**config.mk**
```make
export PLATFORM = sky130hd
export DESIGN_NAME = columnar_transposition_cipher
export DESIGN_NICKNAME = d
export VERILOG_FILES = /design/src/ctc_pkg.sv /design/src/columnar_transposition_cipher.sv
export SDC_FILE = /design/constraint.sdc
export NUM_CORES = 1
export LEC_CHECK = 0
export BUFFER_PORTS_ARGS = -buffer_cell sky130_fd_sc_hd__buf_4
export CAP_MARGIN = 20
export CORE_ASPECT_RATIO = 2
export CORE_UTILIZATION = 30
export DETAILED_ROUTE_END_ITERATION = 16
export GPL_ROUTABILITY_DRIVEN = 0
export SKIP_LAST_GASP = 1
export SLEW_MARGIN = 20
export SYNTH_ARGS = -nofsm -noshare
export SYNTH_HDL_FRONTEND = slang
export SYNTH_SLANG_ARGS = --single-unit
```
**constraint.sdc**
```tcl
create_clock -name clk -period 5.25 [get_ports clk]
set_clock_uncertainty 0.05 [all_clocks]
set_input_delay 1.05 -clock clk [delete_from_list [all_inputs] [get_ports clk]]
set_output_delay 1.05 -clock clk [all_outputs]
set_load 0.02 [all_outputs]
```
**src/ctc_pkg.sv**
```systemverilog
// Package for the columnar transposition cipher block.
// Holds the channel payload types, register indexes and cipher constants.
// No dependencies.
package ctc_pkg;

    // Matrix geometry and padding
    localparam int unsigned NUM_COLS     = 8;
    localparam int unsigned COL_W        = 3;
    localparam int unsigned CTC_MAX_ROWS = 8;
    localparam logic [7:0]  PAD_CHAR     = 8'h40;

    // Configuration port
    localparam int unsigned CFG_IDX_W  = 1;
    localparam int unsigned CFG_DATA_W = 24;
    localparam logic [CFG_IDX_W-1:0] REG_CIPHER_MODE = 1'b0;
    localparam logic [CFG_IDX_W-1:0] REG_COLUMN_KEY  = 1'b1;

    // Mode codes
    localparam logic MODE_ENCRYPT = 1'b0;
    localparam logic MODE_DECRYPT = 1'b1;

    // Identity key: entry i holds i
    localparam logic [CFG_DATA_W-1:0] KEY_RESET = 24'd16434824;

    // Input transfer
    typedef struct packed {
        logic [7:0] data_byte;
        logic       last_byte;
    } in_item_t;

    // Result transfer
    typedef struct packed {
        logic [7:0] out_byte;
        logic       end_of_run;
        logic       overflow;
    } out_item_t;

endpackage

```
**src/columnar_transposition_cipher.sv**
```systemverilog
// Columnar transposition cipher: message buffer in a synchronous RAM and a
// keyed read-out sequencer over eight columns.
// Depends on ctc_pkg.
//
//  channel   signals                          direction  transfer when
//  -------   -------------------------------  ---------  ----------------------
//  input     start, busy, item                in         start && !busy
//  result    result_valid, result             out        result_valid (1 cycle)
//  config    cfg_we, cfg_index, cfg_data      in         cfg_we
//
// Loading takes one byte per cycle while busy is low, each written into the
// message RAM while there is room. A byte with last_byte set starts the
// read-out: busy rises the next cycle and stays high through the last result;
// results follow one per cycle, paced by the single registered RAM read port.
// Reset clears the count and flags and sets encrypt mode and the identity key; the RAM is not cleared.
// The receiver cannot stall; results are strobed for exactly one cycle.
module columnar_transposition_cipher #(
    parameter int unsigned MAX_ROWS = ctc_pkg::CTC_MAX_ROWS
) (
    input  logic                                clk,
    input  logic                                rst_n,
    input  logic                                start,
    output logic                                busy,
    input  ctc_pkg::in_item_t                   item,
    output logic                                result_valid,
    output ctc_pkg::out_item_t                  result,
    input  logic                                cfg_we,
    input  logic [ctc_pkg::CFG_IDX_W-1:0]       cfg_index,
    input  logic [ctc_pkg::CFG_DATA_W-1:0]      cfg_data
);
    import ctc_pkg::*;

    localparam int unsigned CAP = MAX_ROWS * NUM_COLS;
    localparam int unsigned AW  = $clog2(CAP);
    localparam int unsigned CW  = $clog2(CAP + 1);
    localparam int unsigned RW  = $clog2(MAX_ROWS + 1);
    localparam int unsigned YW  = (MAX_ROWS > 1) ? $clog2(MAX_ROWS) : 1;

    typedef enum logic [1:0] {
        ST_LOAD  = 2'b01,
        ST_DRAIN = 2'b10
    } state_t;

    state_t                state_reg, state_next;
    logic [CW-1:0]         count_reg, count_next;
    logic                  dropped_reg, dropped_next;
    logic                  mode_reg, mode_next;
    logic [CFG_DATA_W-1:0] key_reg, key_next;
    logic [YW-1:0]         row_reg, row_next;
    logic [COL_W-1:0]      col_reg, col_next;
    logic                  valid_reg, valid_next;
    logic [RW-1:0]         rows_reg, rows_next;

    // Read pipeline payload
    logic [7:0]            rd_data_reg;
    logic                  pad_reg, end_reg, ovf_reg;

    logic [7:0]            message_store [CAP];

    logic                  accept;
    logic                  room;
    logic [CW-1:0]         new_count;
    logic [COL_W-1:0]      inv [NUM_COLS];
    logic                  last_row, last_col, last_issue;
    logic [CW-1:0]         pos;
    logic [COL_W-1:0]      key_col;

    assign accept = start && !busy;
    assign room   = (count_reg < CW'(CAP));
    assign busy   = (state_reg == ST_DRAIN) || valid_reg;

    // Inverse key: lowest column whose entry equals x, else x itself
    always_comb
    begin
        for (int x = 0; x < NUM_COLS; x++)
        begin
            inv[x] = COL_W'(x);
            for (int i = NUM_COLS - 1; i >= 0; i--)
            begin
                if (key_reg[COL_W*i +: COL_W] == COL_W'(x))
                    inv[x] = COL_W'(i);
            end
        end
    end

    // Read address for the current output position
    assign key_col  = key_reg[COL_W*col_reg +: COL_W];
    assign last_row = ((RW'(row_reg) + RW'(1)) == rows_reg);
    assign last_col = (col_reg == COL_W'(NUM_COLS - 1));
    assign last_issue = (state_reg == ST_DRAIN) && last_row && last_col;

    always_comb
    begin
        if (mode_reg == MODE_ENCRYPT)
            pos = CW'({row_reg, inv[col_reg]});
        else
            pos = (CW'(key_col) * CW'(rows_reg)) + CW'(row_reg);
    end

    // Byte count once the current byte is stored
    assign new_count = room ? (count_reg + CW'(1)) : count_reg;

    // Control next state
    always_comb
    begin
        state_next   = state_reg;
        count_next   = count_reg;
        dropped_next = dropped_reg;
        mode_next    = mode_reg;
        key_next     = key_reg;
        row_next     = row_reg;
        col_next     = col_reg;
        rows_next    = rows_reg;
        valid_next   = (state_reg == ST_DRAIN);

        if (cfg_we)
        begin
            unique case (cfg_index)
                REG_CIPHER_MODE: mode_next = cfg_data[0];
                REG_COLUMN_KEY:  key_next  = cfg_data;
                default:         ;
            endcase
        end

        unique case (state_reg)
            ST_LOAD:
            begin
                if (accept)
                begin
                    count_next = new_count;
                    if (!room)
                        dropped_next = 1'b1;
                    if (item.last_byte)
                    begin
                        state_next = ST_DRAIN;
                        rows_next  = RW'((new_count + CW'(NUM_COLS - 1)) >> COL_W);
                        row_next   = '0;
                        col_next   = '0;
                    end
                end
            end
            ST_DRAIN:
            begin
                if (mode_reg == MODE_ENCRYPT)
                begin
                    // column outer, row inner
                    if (last_row)
                    begin
                        row_next = '0;
                        col_next = col_reg + COL_W'(1);
                    end
                    else
                        row_next = row_reg + YW'(1);
                end
                else
                begin
                    // row outer, column inner
                    col_next = col_reg + COL_W'(1);
                    if (last_col)
                        row_next = row_reg + YW'(1);
                end
                if (last_issue)
                begin
                    state_next   = ST_LOAD;
                    count_next   = '0;
                    dropped_next = 1'b0;
                    row_next     = '0;
                    col_next     = '0;
                end
            end
            default: state_next = ST_LOAD;
        endcase
    end

    // Control registers
    always_ff @(posedge clk or negedge rst_n)
    begin
        if (!rst_n)
        begin
            state_reg   <= ST_LOAD;
            count_reg   <= '0;
            dropped_reg <= 1'b0;
            mode_reg    <= MODE_ENCRYPT;
            key_reg     <= KEY_RESET;
            row_reg     <= '0;
            col_reg     <= '0;
            valid_reg   <= 1'b0;
            rows_reg    <= RW'(1);
        end
        else
        begin
            state_reg   <= state_next;
            count_reg   <= count_next;
            dropped_reg <= dropped_next;
            mode_reg    <= mode_next;
            key_reg     <= key_next;
            row_reg     <= row_next;
            col_reg     <= col_next;
            valid_reg   <= valid_next;
            rows_reg    <= rows_next;
        end
    end

    // Message RAM: one write port for loading, one registered read port.
    // Every write of a run lands before the first read of that run, so no bypass.
    always_ff @(posedge clk)
    begin
        if (accept && room)
            message_store[count_reg[AW-1:0]] <= item.data_byte;
    end

    always_ff @(posedge clk)
    begin
        if (state_reg == ST_DRAIN)
            rd_data_reg <= message_store[pos[AW-1:0]];
    end

    // Result stage payload
    always_ff @(posedge clk)
    begin
        if (state_reg == ST_DRAIN)
        begin
            pad_reg <= (pos >= count_reg);
            end_reg <= last_row && last_col;
            ovf_reg <= dropped_reg;
        end
    end

    assign result_valid        = valid_reg;
    assign result.out_byte     = pad_reg ? PAD_CHAR : rd_data_reg;
    assign result.end_of_run   = end_reg;
    assign result.overflow     = ovf_reg;

    // Checks
    a_pos_in_range: assert property (@(posedge clk) disable iff (!rst_n)
        (state_reg == ST_DRAIN) |-> (pos < CW'(CAP)))
        else $error("read address beyond buffer");

    a_count_bound: assert property (@(posedge clk) disable iff (!rst_n)
        count_reg <= CW'(CAP))
        else $error("stored count beyond capacity");

    a_run_ends: assert property (@(posedge clk) disable iff (!rst_n)
        (result_valid && result.end_of_run) |=> !result_valid)
        else $error("result after end of run");

    a_last_starts_run: assert property (@(posedge clk) disable iff (!rst_n)
        (accept && item.last_byte) |=> (state_reg == ST_DRAIN && busy))
        else $error("last byte did not start read-out");

    a_run_clears: assert property (@(posedge clk) disable iff (!rst_n)
        last_issue |=> (count_reg == '0 && !dropped_reg && result_valid))
        else $error("state not cleared after run");

endmodule
```
==> results of run 1 <==
metrics by stage:
| step | setup slack (ns) | cells | hold WS, ns |
|---|---|---|---|
| 2_1_floorplan | 0.00165 | 1908 | 0.391 |
| 3_3_place_gp | -0.246 | 3028 | 0.419 |
| 3_5_place_dp | -0.259 | 3029 | 0.442 |
| 4_1_cts | -0.00105 | 3118 | 0.406 |
| 5_1_grt | -0.0589 | 3124 | 0.438 |
| 6_report | 0.0896 | 3124 | 0.389 |
power groups by stage:
stage               clock network (mW)  registers (mW)  logic, mW
floorplan                            0            5.33       3.87
global placement                     0            5.40       6.23
detailed placement                   0            5.40       6.32
CTS                               3.84            5.31       6.37
global route                      3.98            5.32       7.12
finish                            3.78            5.31       6.73
worst reg2reg max path, stage by stage (launching register included):
cell and delay, ns:
dfrtp_2 0.49, mux4_2 0.58, mux2i_4 0.21, nor2b_2 0.08, fa_1 0.49, fa_1 0.56
inv_1 0.06, fa_1 0.48, nor2b_1 0.05, a221oi_1 0.21, o21a_2 0.20, buf_12 0.13
buf_6 0.14, nor2_1 0.09, nand2_2 0.13, o221ai_1 0.14, or4_4 0.58, a32o_1 0.27
placed cells by master (no fill, tap or decap), types with 26 or more instances in the layout:
cell | synthesis | routed
o21ai_0 | 73 | 73
mux2_2 | 37 | 37
nand2_1 | 139 | 135
mux2i_1 | 71 | 67
and3_1 | 59 | 59
clkbuf_16 | 0 | 49
a21oi_1 | 40 | 38
dfrtp_1 | 32 | 31
inv_1 | 27 | 27
buf_4 | 10 | 181
nor2b_1 | 28 | 26
o211ai_1 | 43 | 43
a211oi_1 | 76 | 68
nor2_1 | 98 | 94
nand3_1 | 134 | 133
edfxtp_1 | 523 | 523
kinds of logic (layout without fill, tap and decap cells):
family,Yosys count,count (layout),synth area share (%)
adders and majority gates,29,29,1.54
buffers and inverters,169,314,3.06
muxes,119,119,5.17
DFF,569,569,66.1
xor gates and xnor gates,16,16,0.549
and+or+nand+nor,574,574,11.4
AOI/OAI and AO/OA,432,432,12.2
per-layer routing:
layer / up-vias / GRT usage, % / part of all wire [%]
li1: 7665 / - / -
met1: 8652 / 17.5 / 33
met2: 721 / 32.7 / 53
met3: 282 / 2.14 / 4.7
met4: 2 / 14.1 / 8.7
met5: - / 0 / 0.019
layout make-up:
cell class | count | area share (%)
repair buffers | 195 | 5.38
multi-input cells | 1170 | 27.4
clock inverters | 37 | 1.37
well taps | 1071 | 4.51
inverters | 30 | 0.404
clock buffers | 52 | 4.16
flip-flops and latches | 569 | 56.7
how the worst max path moves through the flow:
| stage | to | slack [ns] | cells after the start |
|---|---|---|---|
| floorplan | pad_reg | 0.002 | 25 |
| global placement | rd_data_reg[4] | -0.25 | 17 |
| detailed placement | rd_data_reg[4] | -0.26 | 17 |
| CTS | rd_data_reg[4] | -0.001 | 16 |
| global route | rd_data_reg[1] | -0.06 | 17 |
| finish | rd_data_reg[1] | 0.09 | 17 |
what timing repair did:
action,CTS,global route
gates resized for setup,6,49
endpoints found under the setup margin,8,8
pin swaps,0,10
buffers inserted,0,6
==> metrics.cfg, run 1 <==
[floorplanning]
die_area_sq_um = 86300
initial_core_util_pct = 30.2
fp.dieW_um = 208
core-area_sq_um = 84500
pin_count = 50
rows = 151
fp.dieH_um = 415

[synth]
yosysMostFrequentCell = edfxtp_1
synth_edf_count = 523
syn_area_sq_um = 25500
syn_avg_cell_area_sq_um = 13.4
synthesis.nets = 1975
ys_ff_latch = 569
synthTopCellsByArea = edfxtp_1 62%, dfrtp_1 3.1%, mux2i_1 2.8%
async_flop_share_pct = 8.08
synthCells = 1908
yosysUniqueCellTypes = 82
yosys_warnings = 0
yosysSeqAreaShare_pct = 66.1
yosysTopAreaCell = edfxtp_1
synth_commonest_cells = 523 x edfxtp_1, 139 x nand2_1, 134 x nand3_1, 98 x nor2_1, 76 x a211oi_1
synthFlopType = edfxtp_1
synth_top_area_share_pct = 61.5

[placement]
hpwl_um = 53500
portBuffers = 49
place_area_sq_um = 27800

[clock_network]
htree_num_levels = 2
cts.sinks = 569
cts_made_buffers = 49
clock_path_buffers = 3
cts-hold-fix-buffers = 0
cts-root-buf = clkbuf_16
tritoncts = done
clk_latency_ns = 0.61
cts.reportedPaths.clkPinSlew_ns = 0.07

[routing]
route.vias.total = 17322
wl_per_cell_um = 24.7
vias_per_cell = 5.54
drtPass1Iterations = 6
drt_iter0_drc = 1368
drc = 0
drt-total-wl_um = 77000
drtAntennaViolNets = 0

[timing]
tightest_slew_ns = 1.01
fmaxAchievable_mhz = 194
slew-limit-headroom_pct = 32.5
fin_crit_sh_pct = 98.3
drv_slew = 0
setup_violations = 0
period_needed_ns = 5.16
hold_violations = 0
rsz0062_at_grt = true
finalSetupTns_ns = 0

[setup_path]
path_cells = mux4_2 -> mux2i_4 -> nor2b_2 -> fa_1 -> fa_1 -> inv_1 -> fa_1 -> nor2b_1 -> a221oi_1 -> o21a_2 -> buf_12 -> buf_6 -> nor2_1 -> nand2_2 -> o221ai_1 -> or4_4 -> a32o_1
r2r_end = rd_data_reg[1]
rr_startpoint = col_reg[1]
path_class = reg2reg
crit_required_ns = 5.59
worst_path_max_delay_cell = or4_4
crit_path_max_fanout = 8
rrSetupSlack_ns = 0.09
cp-startpoint = col_reg[1]
start_kind = flip-flop
cpMostUsedCell = fa_1
crit_buf_inv = 3
max_stage_delay_ns = 0.58
end_kind = flip-flop
reg2regPathDepth = 17
arrival_ns = 5.50
critical_path.top_delay_family = adder cells

[grt]
grtUsageTotal_pct = 17.6
antenna_found_initial = 1
grt_first_pass_wirelength_um = 114000
grt_pass1_vias = 17693
overflow = 0
grt_start_max_net_pins = 68

[power]
ir_drop_mv = 0.341
p_leak_nw = 10.2
power_switching_mw = 6.02
power_density_nw_per_um2 = 532
intPower_mw = 9.81
combPwrFrac_pct = 42.6
seqPwrFrac_pct = 33.5
p_total_mw = 15.8
swShare_pct = 38.0
power_frac_clock_pct = 23.9

[cells_and_area]
nNetsFinal = 2082
seqCellArea_sq_um = 16900
area_growth_syn_to_layout_pct = 16.5
multi_input_area_sq_um = 8160
drive_gt1_share_pct = 19.2
antennaDiodeCount = 0
n_fill_cell = 8001
fin_area_sq_um = 29700
final_util_pct = 35.2
largest_reg_flops = 512

[run_status]
status = complete, no violations

[flow_run]
drv_cap = 0

[hold_path]
hp-class = in2async

Note: power is estimated with default switching activity, not from simulation.
==> inputs of run 2 (changes only) <==
--- a/config.mk
+++ b/config.mk
@@ -5,10 +5,11 @@
 export SDC_FILE = /design/constraint.sdc
 export NUM_CORES = 1
 export LEC_CHECK = 0
-export BUFFER_PORTS_ARGS = -buffer_cell sky130_fd_sc_hd__buf_4
+export BUFFER_PORTS_ARGS = -buffer_cell sky130_fd_sc_hd__buf_2
 export CAP_MARGIN = 20
 export CORE_ASPECT_RATIO = 2
 export CORE_UTILIZATION = 30
+export CTS_BUF_LIST = sky130_fd_sc_hd__clkbuf_16
 export DETAILED_ROUTE_END_ITERATION = 16
 export GPL_ROUTABILITY_DRIVEN = 0
 export SKIP_LAST_GASP = 1
==> run 2 against run 1 <==
  * First-iteration DRC count grew 3.7%
  * Sequential cell count is the same
  * Critical path type unchanged
  * Setup slack lost 0.072 ns
  * Maximum frequency shrank 1.4%
  * Sequential power is essentially flat
  * Largest cell class unchanged
  * Non-clock buffer count grew 9
  * Design area grew 0.29%
  * Global-route usage grew 0.55 points
  * Clock power shrank 1%
  * Count of clock-buffer cells in the layout shrank 1
  * Critical endpoint unchanged
==> metrics.cfg, run 2 (same netlist as run 1, synthesis figures left out) <==
[run_status]
status = complete, no violations

[routing]
drt-met1-wl_um = 26500
vias_per_cell = 5.58
drtAntennaViolNets = 0
dr_wl_met3_um = 4430
drtPass1Iterations = 7
drt_iter0_drc = 1419
route.met2.wl_um = 42300
drc = 0
drt-total-wl_um = 79900
wl_per_cell_um = 25.5
top_layer_used = met5
route.vias.total = 17485

[grt]
grtUsageTotal_pct = 18.2
grt_start_max_net_pins = 67
antenna_found_initial = 4
overflow = 0
grt_first_pass_wirelength_um = 117000
grt_pass1_vias = 17902

[cells_and_area]
final_util_pct = 35.3
fin_area_sq_um = 29800
nNetsFinal = 2092
largest_reg_flops = 512
final_cell_mix = 523 x edfxtp_1, 135 x nand2_1, 134 x buf_4, 133 x nand3_1, 94 x nor2_1
final_common_cell = edfxtp_1
drive_gt1_share_pct = 19.5
area_growth_syn_to_layout_pct = 16.8

[clock_network]
tritoncts = done
cts_made_buffers = 50
clk_latency_ns = 0.62
cts.sinks = 569
cts-root-buf = clkbuf_16
cts.reportedPaths.clkPinSlew_ns = 0.07
cts-hold-fix-buffers = 0
htree_num_levels = 2
clock_path_buffers = 3

[hold_path]
hp-class = reg2reg

[timing]
rsz0062_at_grt = true
slew-limit-headroom_pct = 31.1
fmaxAchievable_mhz = 191
fin_crit_sh_pct = 99.7
setup_violations = 0
hold_violations = 0
period_needed_ns = 5.23
drv_slew = 0
tightest_slew_ns = 1.03
finalSetupTns_ns = 0
holdWs_ns = 0.442
post-route-worst-setup-slack_ns = 0.0176

[flow_run]
drv_cap = 0

[floorplanning]
fp.dieH_um = 415
die_area_sq_um = 86300
fp.dieW_um = 208
rows = 151
core-area_sq_um = 84500
pin_count = 50
initial_core_util_pct = 30.2

[placement]
portBuffers = 49
preCtsSetupSlack_ns = -0.329
place_area_sq_um = 27700
hpwl_um = 54400

[setup_path]
start_kind = flip-flop
rrSetupSlack_ns = 0.02
crit_required_ns = 5.57
path_class = reg2reg
end_kind = flip-flop
crit_path_max_fanout = 30
arrival_ns = 5.55

[power]
p_leak_nw = 10.3
ir_drop_mv = 0.312
power_density_nw_per_um2 = 541

-- run 2: changes by cell type in the layout (fill, tap and decap cells not counted), moves of 6 or more --
cell,previous run,this run
a21oi_1,38,32
buf_2,0,49
buf_4,181,134
clkinv_2,11,5
clkinvlp_4,7,1
inv_1,27,40
mux2i_2,1,9
o311ai_0,7,0
o311ai_1,0,6
-- run 2: final timing paths --
| check | startpoint | end | cells after the start |
|---|---|---|---|
| setup / recovery | key_reg[6] | rd_data_reg[1] | 13 |
| hold reg to reg | rows_reg[0] | rows_reg[0] | 2 |
| hold / removal | rows_reg[0] | rows_reg[0] | 2 |
| max in group asynchronous | rst_n | col_reg[1] | 2 |
| min in group asynchronous | rst_n | key_reg[8] | 2 |
| setup reg to reg | key_reg[6] | rd_data_reg[1] | 13 |
-- run 2: stage by stage --
step	power (mW)	cells
final	16.1	3135
after detailed placement	11.7	3029
after CTS	15.6	3122
after floorplan	9.21	1908
after global routing	16.8	3135
after global placement	11.6	3029
-- run 2: what timing repair did --
action                                  CTS  global route
endpoints found under the setup margin    9             9
gates cloned                              1             3
pin swaps                                 4            27
resized for setup                        18            65
endpoints found under the hold margin     0             0
setup buffers                             2             9
-- run 2: metal layers --
layer / GRT usage [%] / up-vias
met5: 0 / -
met4: 14.7 / 2
met3: 2.78 / 260
met2: 33.1 / 789
met1: 18.2 / 8769
li1: - / 7665
-- run 2: layout make-up --
class,instances,area (sq um)
fill,7946,54600
sequential,569,16900
multi-input combinational,1170,8210
timing repair buffer,204,1650
tap,1071,1340
clock buffer,51,1280
clock inverter,39,339
inverter,30,123
antenna,1,2.50
-- run 2: worst max-delay path, cell delays in order (launching register included) --
cell and delay (ns):
dfrtp_1 0.47, buf_4 0.24, nor3b_1 0.62, nor4_1 0.23, o311a_1 0.34, a311oi_1 0.51, or2_4 0.27, nand2_2 0.10
inv_4 0.37, buf_4 0.31, mux2i_1 0.48, a211oi_1 0.15, or4_4 0.56, a32o_1 0.27
-- run 2: report_power, final --
part / total [mW] / switching, mW / leakage, nW / internal, mW
Clock: 3.74 / 1.72 / 0.833 / 2.02
Sequential: 5.31 / 0.133 / 5.25 / 5.18
Combinational: 7.07 / 4.30 / 4.21 / 2.77
Total: 16.1 / 6.16 / 10.3 / 9.96
